$ cat src/hw/rtl/kst_pkg.sv
// package: codes, state constants and translation tables for the scan code translator
package kst_pkg;

  // host command codes watched on port 0
  localparam logic [7:0] CMD_SET_MATRIX = 8'hf7;
  localparam logic [7:0] CMD_READ_ID    = 8'hf2;
  localparam logic [7:0] CMD_SCAN_SET   = 8'hf0;
  localparam logic [7:0] CMD_RESET      = 8'hff;
  localparam logic [7:0] ARG_QUERY      = 8'h00;
  localparam logic [7:0] ARG_SET_ONE    = 8'h01;
  localparam logic [7:0] ARG_SET_TWO    = 8'h02;

  // scan codes and matrix codes
  localparam logic [7:0] BREAK_CODE     = 8'hf0;
  localparam logic [7:0] PREFIX_EXT     = 8'he0;
  localparam logic [7:0] MATRIX_FN      = 8'h81;
  localparam logic [7:0] REPLY_SET_TWO  = 8'h02;
  localparam logic [7:0] REPLY_SET_ONE  = 8'h01;

  // selected output set
  localparam logic [1:0] SET_OFF = 2'd0;
  localparam logic [1:0] SET_ONE = 2'd1;
  localparam logic [1:0] SET_TWO = 2'd2;

  // response byte counts
  localparam logic [1:0] PT_ONE   = 2'd1;
  localparam logic [1:0] PT_TWO   = 2'd2;
  localparam logic [1:0] PT_THREE = 2'd3;

  localparam int SPECIAL_COUNT = 52;
  localparam int MAX_RESULTS   = 3;

  typedef logic [7:0] byte_t;
  typedef logic [1:0] count_t;

  // matrix code to set 2 code; bit 7 marks a special key
  localparam byte_t MATRIX_MAP [128] = '{
    8'h80,8'h80,8'h14,8'h80,8'h80,8'h80,8'h80,8'ha2, 8'h0e,8'h8b,8'h0d,8'h0e,8'h1c,8'h1a,8'ha7,8'h15,
    8'h8c,8'h92,8'h90,8'h8e,8'h23,8'h21,8'ha9,8'h24, 8'h80,8'ha5,8'h80,8'h80,8'h80,8'ha6,8'h80,8'h8d,
    8'h32,8'h34,8'h2c,8'hab,8'h2b,8'h2a,8'haa,8'h2d, 8'h99,8'h97,8'h95,8'h93,8'h1b,8'h22,8'ha8,8'h1d,
    8'h84,8'h93,8'h5b,8'h5d,8'h42,8'h41,8'hae,8'h43, 8'ha3,8'h9f,8'h9d,8'h81,8'h9b,8'h98,8'h96,8'h8f,
    8'h31,8'h33,8'h35,8'hac,8'h3b,8'h3a,8'had,8'h3c, 8'h80,8'h80,8'h80,8'h80,8'h80,8'h12,8'h80,8'h85,
    8'hb2,8'h52,8'h54,8'hb1,8'h4c,8'h4a,8'hb0,8'h4d, 8'ha0,8'h9e,8'h9c,8'h9a,8'h4b,8'h49,8'haf,8'h44,
    8'h80,8'h80,8'h80,8'ha1,8'h80,8'h80,8'h80,8'h91, 8'ha4,8'h80,8'h80,8'h80,8'h80,8'h80,8'h11,8'h94,
    8'h82,8'hb3,8'h80,8'h5d,8'h5a,8'h86,8'h89,8'h88, 8'h83,8'h95,8'h5b,8'h55,8'h80,8'h52,8'h8a,8'h87
  };

  // special keys without function shift; bit 7 = extended prefix, zero = no event
  localparam byte_t SPECIAL_PLAIN [SPECIAL_COUNT] = '{
    8'h00,8'h0f,8'hf0,8'hf1,8'h51,8'h59,8'h29,8'heb,8'hf5,8'hf2,8'hf4,8'h76,8'h05,
    8'h00,8'h06,8'h00,8'h04,8'h00,8'h0c,8'h03,8'h00,8'h0b,8'h00,8'h02,8'h00,8'h0a,
    8'h01,8'h00,8'h09,8'h00,8'h78,8'h00,8'h07,8'haf,8'he4,8'hd7,8'h91,8'h9f,8'ha7,
    8'h16,8'h1e,8'h26,8'h25,8'h2e,8'h36,8'h3d,8'h3e,8'h46,8'h45,8'h4e,8'h55,8'h66
  };

  // special keys with function shift held
  localparam byte_t SPECIAL_FN [SPECIAL_COUNT] = '{
    8'h00,8'h0f,8'hf0,8'hf1,8'h6d,8'hf0,8'he1,8'hec,8'hfd,8'hfa,8'he9,8'hf6,8'h85,
    8'he2,8'h86,8'hdf,8'h84,8'hdc,8'h8c,8'h83,8'hd3,8'h8b,8'hd1,8'h82,8'hb9,8'h8a,
    8'h81,8'h99,8'h89,8'h93,8'hf8,8'hef,8'h87,8'h97,8'he3,8'h88,8'h91,8'h9f,8'ha7,
    8'h05,8'h06,8'h04,8'h0c,8'h03,8'h0b,8'h02,8'h0a,8'h01,8'h09,8'h78,8'h07,8'hf1
  };

  // set 2 code to set 1 code
  localparam byte_t SET1_MAP [128] = '{
    8'hff,8'h43,8'h41,8'h3f,8'h3d,8'h3b,8'h3c,8'h58, 8'h64,8'h44,8'h42,8'h40,8'h3e,8'h0f,8'h29,8'h59,
    8'h65,8'h38,8'h2a,8'h70,8'h1d,8'h10,8'h02,8'h5a, 8'hb4,8'h71,8'h2c,8'h1f,8'h1e,8'h11,8'h03,8'h5b,
    8'h67,8'h2e,8'h2d,8'h20,8'h12,8'h05,8'h04,8'h5c, 8'h68,8'h39,8'h2f,8'h21,8'h14,8'h13,8'h06,8'h5d,
    8'h69,8'h31,8'h30,8'h23,8'h22,8'h15,8'h07,8'h5e, 8'h6a,8'h72,8'h32,8'h24,8'h16,8'h08,8'h09,8'h5f,
    8'h6b,8'h33,8'h25,8'h17,8'h18,8'h0b,8'h0a,8'h60, 8'h6c,8'h34,8'h35,8'h26,8'h27,8'h19,8'h0c,8'h61,
    8'h6d,8'h73,8'h28,8'h74,8'h1a,8'h0d,8'h62,8'h6e, 8'h3a,8'h36,8'h1c,8'h1b,8'h75,8'h2b,8'h63,8'h76,
    8'h55,8'h56,8'h77,8'h78,8'h79,8'h7a,8'h0e,8'h7b, 8'h7c,8'h4f,8'h7d,8'h4b,8'h47,8'h7e,8'h7f,8'h6f,
    8'h52,8'h53,8'h50,8'h4c,8'h4d,8'h48,8'h01,8'h45, 8'h57,8'h4e,8'h51,8'h4a,8'h37,8'h49,8'h46,8'h54
  };

endpackage

$ cat src/hw/rtl/kst_in_if.sv
// interface: request channel carrying device bytes and host commands
interface kst_in_if;
  logic       valid;
  logic       ready;
  logic       kind;
  logic       port;
  logic [7:0] data_byte;

  modport source (output valid, output kind, output port, output data_byte, input ready);
  modport sink   (input valid, input kind, input port, input data_byte, output ready);
endinterface

$ cat src/hw/rtl/kst_out_if.sv
// interface: result channel carrying upstream bytes
interface kst_out_if;
  logic       valid;
  logic       ready;
  logic       out_port;
  logic [7:0] out_byte;
  logic       last;

  modport source (output valid, output out_port, output out_byte, output last, input ready);
  modport sink   (input valid, input out_port, input out_byte, input last, output ready);
endinterface

$ cat src/hw/rtl/keyboard_scan_code_translator_top.sv
// Keyboard scan code translator: takes device bytes and host command bytes on one
// request channel and gives upstream bytes on the result channel. A request is
// translated in the cycle it is taken; its zero to three result bytes sit in a
// three-entry output shift register and leave one per cycle while the result
// channel is ready. The next request is taken as soon as the last byte of the
// previous one is being taken, and command requests yield no result bytes.
module keyboard_scan_code_translator_top (
  input  logic clk,
  input  logic rst,
  kst_in_if.sink    req,
  kst_out_if.source rsp
);
  import kst_pkg::*;

  // translator state
  logic [1:0] output_set;
  logic       break_pending;
  logic       fn_held;
  logic [1:0] passthrough_left;
  byte_t      previous_command;

  logic [1:0] output_set_next;
  logic       break_pending_next;
  logic       fn_held_next;
  logic [1:0] passthrough_left_next;
  byte_t      previous_command_next;

  // output shift register
  byte_t      res_buf [MAX_RESULTS];
  count_t     res_cnt;
  logic       res_port;

  byte_t      new_buf [MAX_RESULTS];
  count_t     new_cnt;

  logic       in_take;
  logic       out_take;

  byte_t      kv;
  byte_t      sp;
  logic [6:0] code;
  logic       ext;
  logic       fn_sel;
  byte_t      pass_byte;
  byte_t      set1_code;

  assign out_take  = rsp.valid && rsp.ready;
  assign req.ready = (res_cnt == 2'd0) || ((res_cnt == 2'd1) && rsp.ready);
  assign in_take   = req.valid && req.ready;

  assign rsp.valid    = (res_cnt != 2'd0);
  assign rsp.out_byte = res_buf[0];
  assign rsp.out_port = res_port;
  assign rsp.last     = (res_cnt == 2'd1);

  // translation of one request and next state
  always_comb begin
    output_set_next       = output_set;
    break_pending_next    = break_pending;
    fn_held_next          = fn_held;
    passthrough_left_next = passthrough_left;
    previous_command_next = previous_command;
    new_buf               = '{default: 8'h00};
    new_cnt               = 2'd0;
    kv                    = 8'h00;
    sp                    = 8'h00;
    code                  = 7'h00;
    ext                   = 1'b0;
    fn_sel                = fn_held;
    pass_byte             = req.data_byte;
    set1_code             = 8'h00;

    if (req.kind) begin
      // host command watch, port 0 only
      if (!req.port) begin
        unique case (req.data_byte)
          CMD_SET_MATRIX: begin
            output_set_next       = SET_TWO;
            passthrough_left_next = PT_ONE;
          end
          CMD_READ_ID: passthrough_left_next = PT_THREE;
          CMD_RESET:   passthrough_left_next = PT_TWO;
          ARG_QUERY: begin
            passthrough_left_next = (previous_command == CMD_SCAN_SET) ? PT_TWO : PT_ONE;
          end
          ARG_SET_ONE: begin
            if (previous_command == CMD_SCAN_SET && output_set != SET_OFF)
              output_set_next = SET_ONE;
            passthrough_left_next = PT_ONE;
          end
          ARG_SET_TWO: begin
            if (previous_command == CMD_SCAN_SET && output_set != SET_OFF)
              output_set_next = SET_TWO;
            passthrough_left_next = PT_ONE;
          end
          default: passthrough_left_next = PT_ONE;
        endcase
        previous_command_next = req.data_byte;
      end
    end else if (req.port || output_set == SET_OFF || passthrough_left != 2'd0) begin
      // pass-through, with the scan set query reply spoofed
      if (!req.port && passthrough_left != 2'd0) begin
        if (previous_command == ARG_QUERY && output_set == SET_ONE &&
            req.data_byte == REPLY_SET_TWO)
          pass_byte = REPLY_SET_ONE;
        passthrough_left_next = passthrough_left - 2'd1;
      end
      new_buf[0] = pass_byte;
      new_cnt    = 2'd1;
    end else if (req.data_byte == BREAK_CODE) begin
      break_pending_next = 1'b1;
    end else begin
      // matrix lookup, high codes are no key
      kv = req.data_byte[7] ? 8'h80 : MATRIX_MAP[req.data_byte[6:0]];
      code = kv[6:0];
      if (kv[7]) begin
        if (kv == MATRIX_FN) begin
          fn_held_next = !break_pending;
          fn_sel       = !break_pending;
        end
        if (kv[6:0] < 7'(SPECIAL_COUNT))
          sp = fn_sel ? SPECIAL_FN[kv[5:0]] : SPECIAL_PLAIN[kv[5:0]];
        ext  = sp[7];
        code = sp[6:0];
      end
      if (kv[7] && sp == 8'h00) begin
        break_pending_next = 1'b0;
      end else begin
        // extended prefix, then release mark and code
        if (ext) begin
          new_buf[new_cnt] = PREFIX_EXT;
          new_cnt          = new_cnt + 2'd1;
        end
        if (output_set == SET_ONE) begin
          set1_code        = SET1_MAP[code];
          new_buf[new_cnt] = {set1_code[7] | break_pending, set1_code[6:0]};
          new_cnt          = new_cnt + 2'd1;
        end else begin
          if (break_pending) begin
            new_buf[new_cnt] = BREAK_CODE;
            new_cnt          = new_cnt + 2'd1;
          end
          new_buf[new_cnt] = {1'b0, code};
          new_cnt          = new_cnt + 2'd1;
        end
        break_pending_next = 1'b0;
      end
    end
  end

  // state and output register
  always_ff @(posedge clk) begin
    if (rst) begin
      output_set       <= SET_OFF;
      break_pending    <= 1'b0;
      fn_held          <= 1'b0;
      passthrough_left <= 2'd0;
      previous_command <= 8'h00;
      res_cnt          <= 2'd0;
    end else if (in_take) begin
      output_set       <= output_set_next;
      break_pending    <= break_pending_next;
      fn_held          <= fn_held_next;
      passthrough_left <= passthrough_left_next;
      previous_command <= previous_command_next;
      res_cnt          <= new_cnt;
    end else if (out_take) begin
      res_cnt <= res_cnt - 2'd1;
    end
  end

  // payload of the output register
  always_ff @(posedge clk) begin
    if (in_take) begin
      res_buf  <= new_buf;
      res_port <= req.port && !req.kind;
    end else if (out_take) begin
      res_buf[0] <= res_buf[1];
      res_buf[1] <= res_buf[2];
    end
  end

  // a request is taken only once the previous one is leaving
  assert property (@(posedge clk) disable iff (rst)
    in_take |-> (res_cnt == 2'd0) || (res_cnt == 2'd1 && out_take))
    else $error("request taken while results still pending");

  // pointing device bytes are always single results
  assert property (@(posedge clk) disable iff (rst)
    rsp.valid && rsp.out_port |-> rsp.last)
    else $error("port 1 result not single");

  // nothing to send straight after reset
  assert property (@(posedge clk) rst |=> !rsp.valid)
    else $error("result valid after reset");

  // a multi-byte result keeps going once started
  assert property (@(posedge clk) disable iff (rst)
    out_take && !rsp.last |=> rsp.valid && !req.ready || rsp.valid)
    else $error("result burst broken");

endmodule
$ cat src/flat_wrapper.sv
// flat-port wrapper written by rule: the top's interface ports become plain ports
module keyboard_scan_code_translator_top_flat import kst_pkg::*;
  (clk, rst, req_valid, req_kind, req_port, req_data_byte, req_ready, rsp_valid, rsp_out_port, rsp_out_byte, rsp_last, rsp_ready);
  kst_in_if req_i ();
  kst_out_if rsp_i ();
  input  logic clk;
  input  logic rst;
  input wire logic [$bits(req_i.valid)-1:0] req_valid;
  input wire logic [$bits(req_i.kind)-1:0] req_kind;
  input wire logic [$bits(req_i.port)-1:0] req_port;
  input wire logic [$bits(req_i.data_byte)-1:0] req_data_byte;
  output wire logic [$bits(req_i.ready)-1:0] req_ready;
  output wire logic [$bits(rsp_i.valid)-1:0] rsp_valid;
  output wire logic [$bits(rsp_i.out_port)-1:0] rsp_out_port;
  output wire logic [$bits(rsp_i.out_byte)-1:0] rsp_out_byte;
  output wire logic [$bits(rsp_i.last)-1:0] rsp_last;
  input wire logic [$bits(rsp_i.ready)-1:0] rsp_ready;
  assign req_i.valid = req_valid;
  assign req_i.kind = req_kind;
  assign req_i.port = req_port;
  assign req_i.data_byte = req_data_byte;
  assign req_ready = req_i.ready;
  assign rsp_valid = rsp_i.valid;
  assign rsp_out_port = rsp_i.out_port;
  assign rsp_out_byte = rsp_i.out_byte;
  assign rsp_last = rsp_i.last;
  assign rsp_i.ready = rsp_ready;
  keyboard_scan_code_translator_top u_core (.clk(clk), .rst(rst), .req(req_i), .rsp(rsp_i));
endmodule
$ cat config.mk
export PLATFORM = sky130hd
export DESIGN_NAME = keyboard_scan_code_translator_top_flat
export DESIGN_NICKNAME = d
export VERILOG_FILES = /design/src/hw/rtl/kst_pkg.sv /design/src/hw/rtl/kst_in_if.sv /design/src/hw/rtl/kst_out_if.sv /design/src/hw/rtl/keyboard_scan_code_translator_top.sv /design/src/flat_wrapper.sv
export SDC_FILE = /design/constraint.sdc
export NUM_CORES = 1
export LEC_CHECK = 0
export ABC_AREA = 1
export BUFFER_PORTS_ARGS = -buffer_cell sky130_fd_sc_hd__buf_2
export CORE_UTILIZATION = 38
export DETAILED_ROUTE_END_ITERATION = 10
export GPL_TIMING_DRIVEN = 0
export PLACE_DENSITY = 0.53
export SETUP_SLACK_MARGIN = 0.1
export SLEW_MARGIN = 0
export SYNTH_ARGS = -nofsm -noshare
export SYNTH_HDL_FRONTEND = slang
export SYNTH_SLANG_ARGS = --single-unit
$ cat constraint.sdc
create_clock -name clk -period 4.7 [get_ports clk]
set_input_delay 0.94 -clock clk [delete_from_list [all_inputs] [get_ports clk]]
set_output_delay 0.94 -clock clk [all_outputs]
set_load 0.03 [all_outputs]
==> summary.txt <==
Synth
  – Primary FF master, synth: edfxtp_1
  – Synthesized area: about 0.0066 mm^2
  – Syn_nets: roughly 1.3k
  – Commonest cells in the synthesized netlist: nand2_1, nand3_1, nor2_1, inv_1, a21oi_1
  – Mapped Cells: about 1.2k
  – Avg Cell Area, Syn: 5.36 um^2
  – Top cells by area, synth: nand2_1, nand3_1, edfxtp_1
  – Post-synthesis cell type count: 49
  – Cell taking the most area after synthesis: nand2_1
  – Most frequent cell after synthesis: nand2_1
  – Top cell type's share of synthesized area: between 20 and 30%
  – Ys async rst share: 0%
  – Sequential fraction of the synthesis area: between 10% and 20%
  – Post-synthesis register bit count: 40
  – Number of flops mapped to enable cells by yosys: 24
  – Yosys warning total: 0

Placement
  – Placer congestion estimate: approximately 0.98
  – DP Cell Count: ~1.5k
  – Port Buf Inserts: 23
  – Post-DP HPWL: between 15000 and 20000 um

CTS
  – CTS Buffer Depth: 2
  – CTS root buf: clkbuf_16
  – # hold bufs at CTS: 0
  – CTS tree: yes
  – Num CTS Buffers: 5
  – H-tree Lvls: 2
  – Clock slew at reported path FFs: 0.06 ns
  – Clk sinks: 40
  – Worst skew pair latency: roughly 0.28 ns

Global route
  – Initial antenna violation count: 0
  – GRT overflow: 0
  – Largest net degree at the start of global routing: 20
  – Total track usage: approximately 30%
  – Number of global-route vias before repair: roughly 8.3k
  – First-pass GRT wire length: ~44000 um

Die
  – Die height: 134 um
  – Initial Util: roughly two fifths
  – Core ar.: ~0.017 mm^2
  – IO Count: 26
  – Die area: ~0.018 mm^2
  – Die W: 134 um
  – FP Rows: 47

Routing
  – Initial DRT Pass Iterations: 6
  – Vias/cell: ~5.6
  – Detailed-route via count: 8976
  – # DRC: 0
  – WL final: roughly 28000 um
  – First DRT Iteration DRCs: 1283
  – Avg WL per Cell: 17.4 um
  – ANT nets after route: 0

Power
  – Clock Power Share: 9.6%
  – Register share of total power: around 16%
  – P per Cell Area: approximately 380 mW/mm^2
  – Pint: about 1.6 mW
  – Combinational power share: between 70% and 80%
  – Peak VDD IR: roughly 0.29 mV
  – Switch Pwr: 1.76 mW
  – Net Sw Frac: 51.8%
  – Leak: between 4 and 5 nW

Worst setup path
  – Crit-path max cell delay: about 0.33 ns
  – Setup CP Type: in2reg
  – CP max stage cell: ha_4
  – WP data arrival: between 4 and 5 ns
  – Worst Path Buf+Inv: 10
  – Crit. End Element: flop
  – Top cell by count, worst path: nand2_1
  – CP Max Fanout: 7
  – Cell family contributing the most delay on the critical path: simple AND/OR/NAND/NOR gates
  – Critical Path RT: 4.73 ns
  – Startpoint Class: input pin

Finish
  – Share of layout cells above drive strength 1: 28.6%
  – Layout area overhead: 35.7%
  – Nets@finish: between 1k and 1.5k
  – Finished Layout Cells: between 1.5k and 2k
  – # diodes: 0
  – Core utilization of the finished layout: 53.5%

STA
  – Worst rel slew slack: a little over half
  – Slew @ Worst Pin: about 0.70 ns
  – Fin crit share: 104%
  – RSZ-0062 raised after global routing: yes
  – Final worst slack: -0.176 ns
  – Clock Skew: between 0.006 and 0.007 ns
  – Max Fclk: 0.205 GHz
  – Setup violators final: 14
  – Min Tclk post-route: roughly 4.9 ns
  – Final Max Tran Viols: 0
  – Final hold viol count: 0

Run status
  – Status: complete, but fails checks
  – Failing checks: negative setup slack

Worst hold path
  – Hold WC Path Type: reg2reg

Flow run
  – Max-cap violations: 0
[state kept, by name, summed over array words and instances (netlist names)]
name and flops:
u_core.passthrough_left 2, u_core.fn_held 1, u_core.res_buf 15, u_core.break_pending 1
u_core.output_set 2, u_core.rsp.out_byte 8, u_core.res_cnt 2, u_core.rsp.out_port 1
u_core.previous_command 8
[cells in the final DEF (no fill, tap or decap), types with 7 or more instances in the layout]
master	instances
nand2_1	464
nand3_1	127
buf_4	115
nor2_1	94
inv_1	74
a21oi_1	54
nand2_2	54
buf_2	36
o21ai_0	36
edfxtp_1	24
buf_6	21
nor2_2	20
nand2_4	20
nand3_2	19
inv_2	18
nand4_1	17
dfxtp_1	16
ha_4	14
o21ai_1	13
ha_1	11
nand3_4	9
nor3_1	9
nor2_4	8
o211ai_1	8
a21oi_2	7
ha_2	7
[per-stage QoR]
stage | setup TNS [ns] | instance area [um^2] | setup WS (ns) | hold slack [ns] | total power [mW]
3_5_place_dp | -30.28 | 7100 | -1.55 | 0.490 | 2.44
6_report | -1.59 | 8970 | -0.176 | 0.505 | 3.41
2_1_floorplan | 0 | 6710 | 0.0788 | 0.457 | 1.94
3_3_place_gp | -33.29 | 7100 | -1.67 | 0.493 | 2.47
4_1_cts | -0.103 | 8520 | -0.0314 | 0.500 | 3.19
5_1_grt | -4.63 | 8970 | -0.391 | 0.536 | 3.64
[power by group through the flow]
stage	sequential, mW	combinational [mW]	clock, mW
6_report	0.543	2.54	0.326
3_5_place_dp	0.550	1.89	0
3_3_place_gp	0.549	1.92	0
4_1_cts	0.544	2.32	0.331
5_1_grt	0.554	2.74	0.349
2_1_floorplan	0.547	1.39	0
[cell type report]
cell class,instances,area [um^2]
buffer,58,420
clock buffer,5,125
clock inverter,3,18.8
fill,1785,7790
inverter,103,417
multi-input combinational,1033,5650
sequential,40,1040
tap,220,275
timing repair buffer,132,1020
[worst reg2reg max path, stage by stage (launching register included)]
cell     delay (ns)
dfxtp_1        0.49
inv_1          0.14
nand3_1        0.15
nand2_4        0.12
nand3_2        0.12
nand2_1        0.07
nor2_2         0.15
nor2_2         0.08
buf_6          0.14
ha_4           0.15
inv_2          0.07
nand2_2        0.09
inv_2          0.08
buf_4          0.11
o21ai_1        0.07
nand3_1        0.10
nand2_1        0.05
nand3_1        0.10
nand3_1        0.08
nand2_1        0.11
nand2_1        0.06
nand2_1        0.08
nand2_1        0.06
[repair_timing]
action / 4_1_cts / 5_1_grt
pin swaps: 82 / 33
resized for setup: 169 / 78
buffers inserted: 83 / 26
endpoints found under the setup margin: 25 / 25
[worst paths after layout]
check                       startpoint                endpoint  slack [ns]  cells after the start
setup reg to reg  u_core.break_pending  u_core.rsp.out_byte[4]        1.80                     22
hold / removal    u_core.output_set[0]    u_core.output_set[0]        0.51                      2
hold reg to reg   u_core.output_set[0]    u_core.output_set[0]        0.51                      2
setup / recovery      req_data_byte[1]  u_core.rsp.out_byte[3]       -0.18                     39
[cell families (layout without fill, tap and decap cells)]
family	Yosys count	in the layout	synth area share (%)
flip-flops	40	40	15.7
adder cells (fa/ha/maj)	32	32	6.06
buffers and inverters	161	301	11.1
AND/OR/NAND/NOR	853	853	54.1
AO/OA/AOI/OAI	148	148	13.0
[per-layer routing]
metal  wire, um  vias to the layer above  track usage [%]  part of all wire, %
met5          0                        -                0                    0
met4        845                        0             8.65                  3.0
met3       2440                      109             3.21                  8.8
met2      12700                      546             50.3                   46
met1      11700                     4034             40.8                   42
li1           -                     4287                -                    -
(Power assumes the default switching activity.)
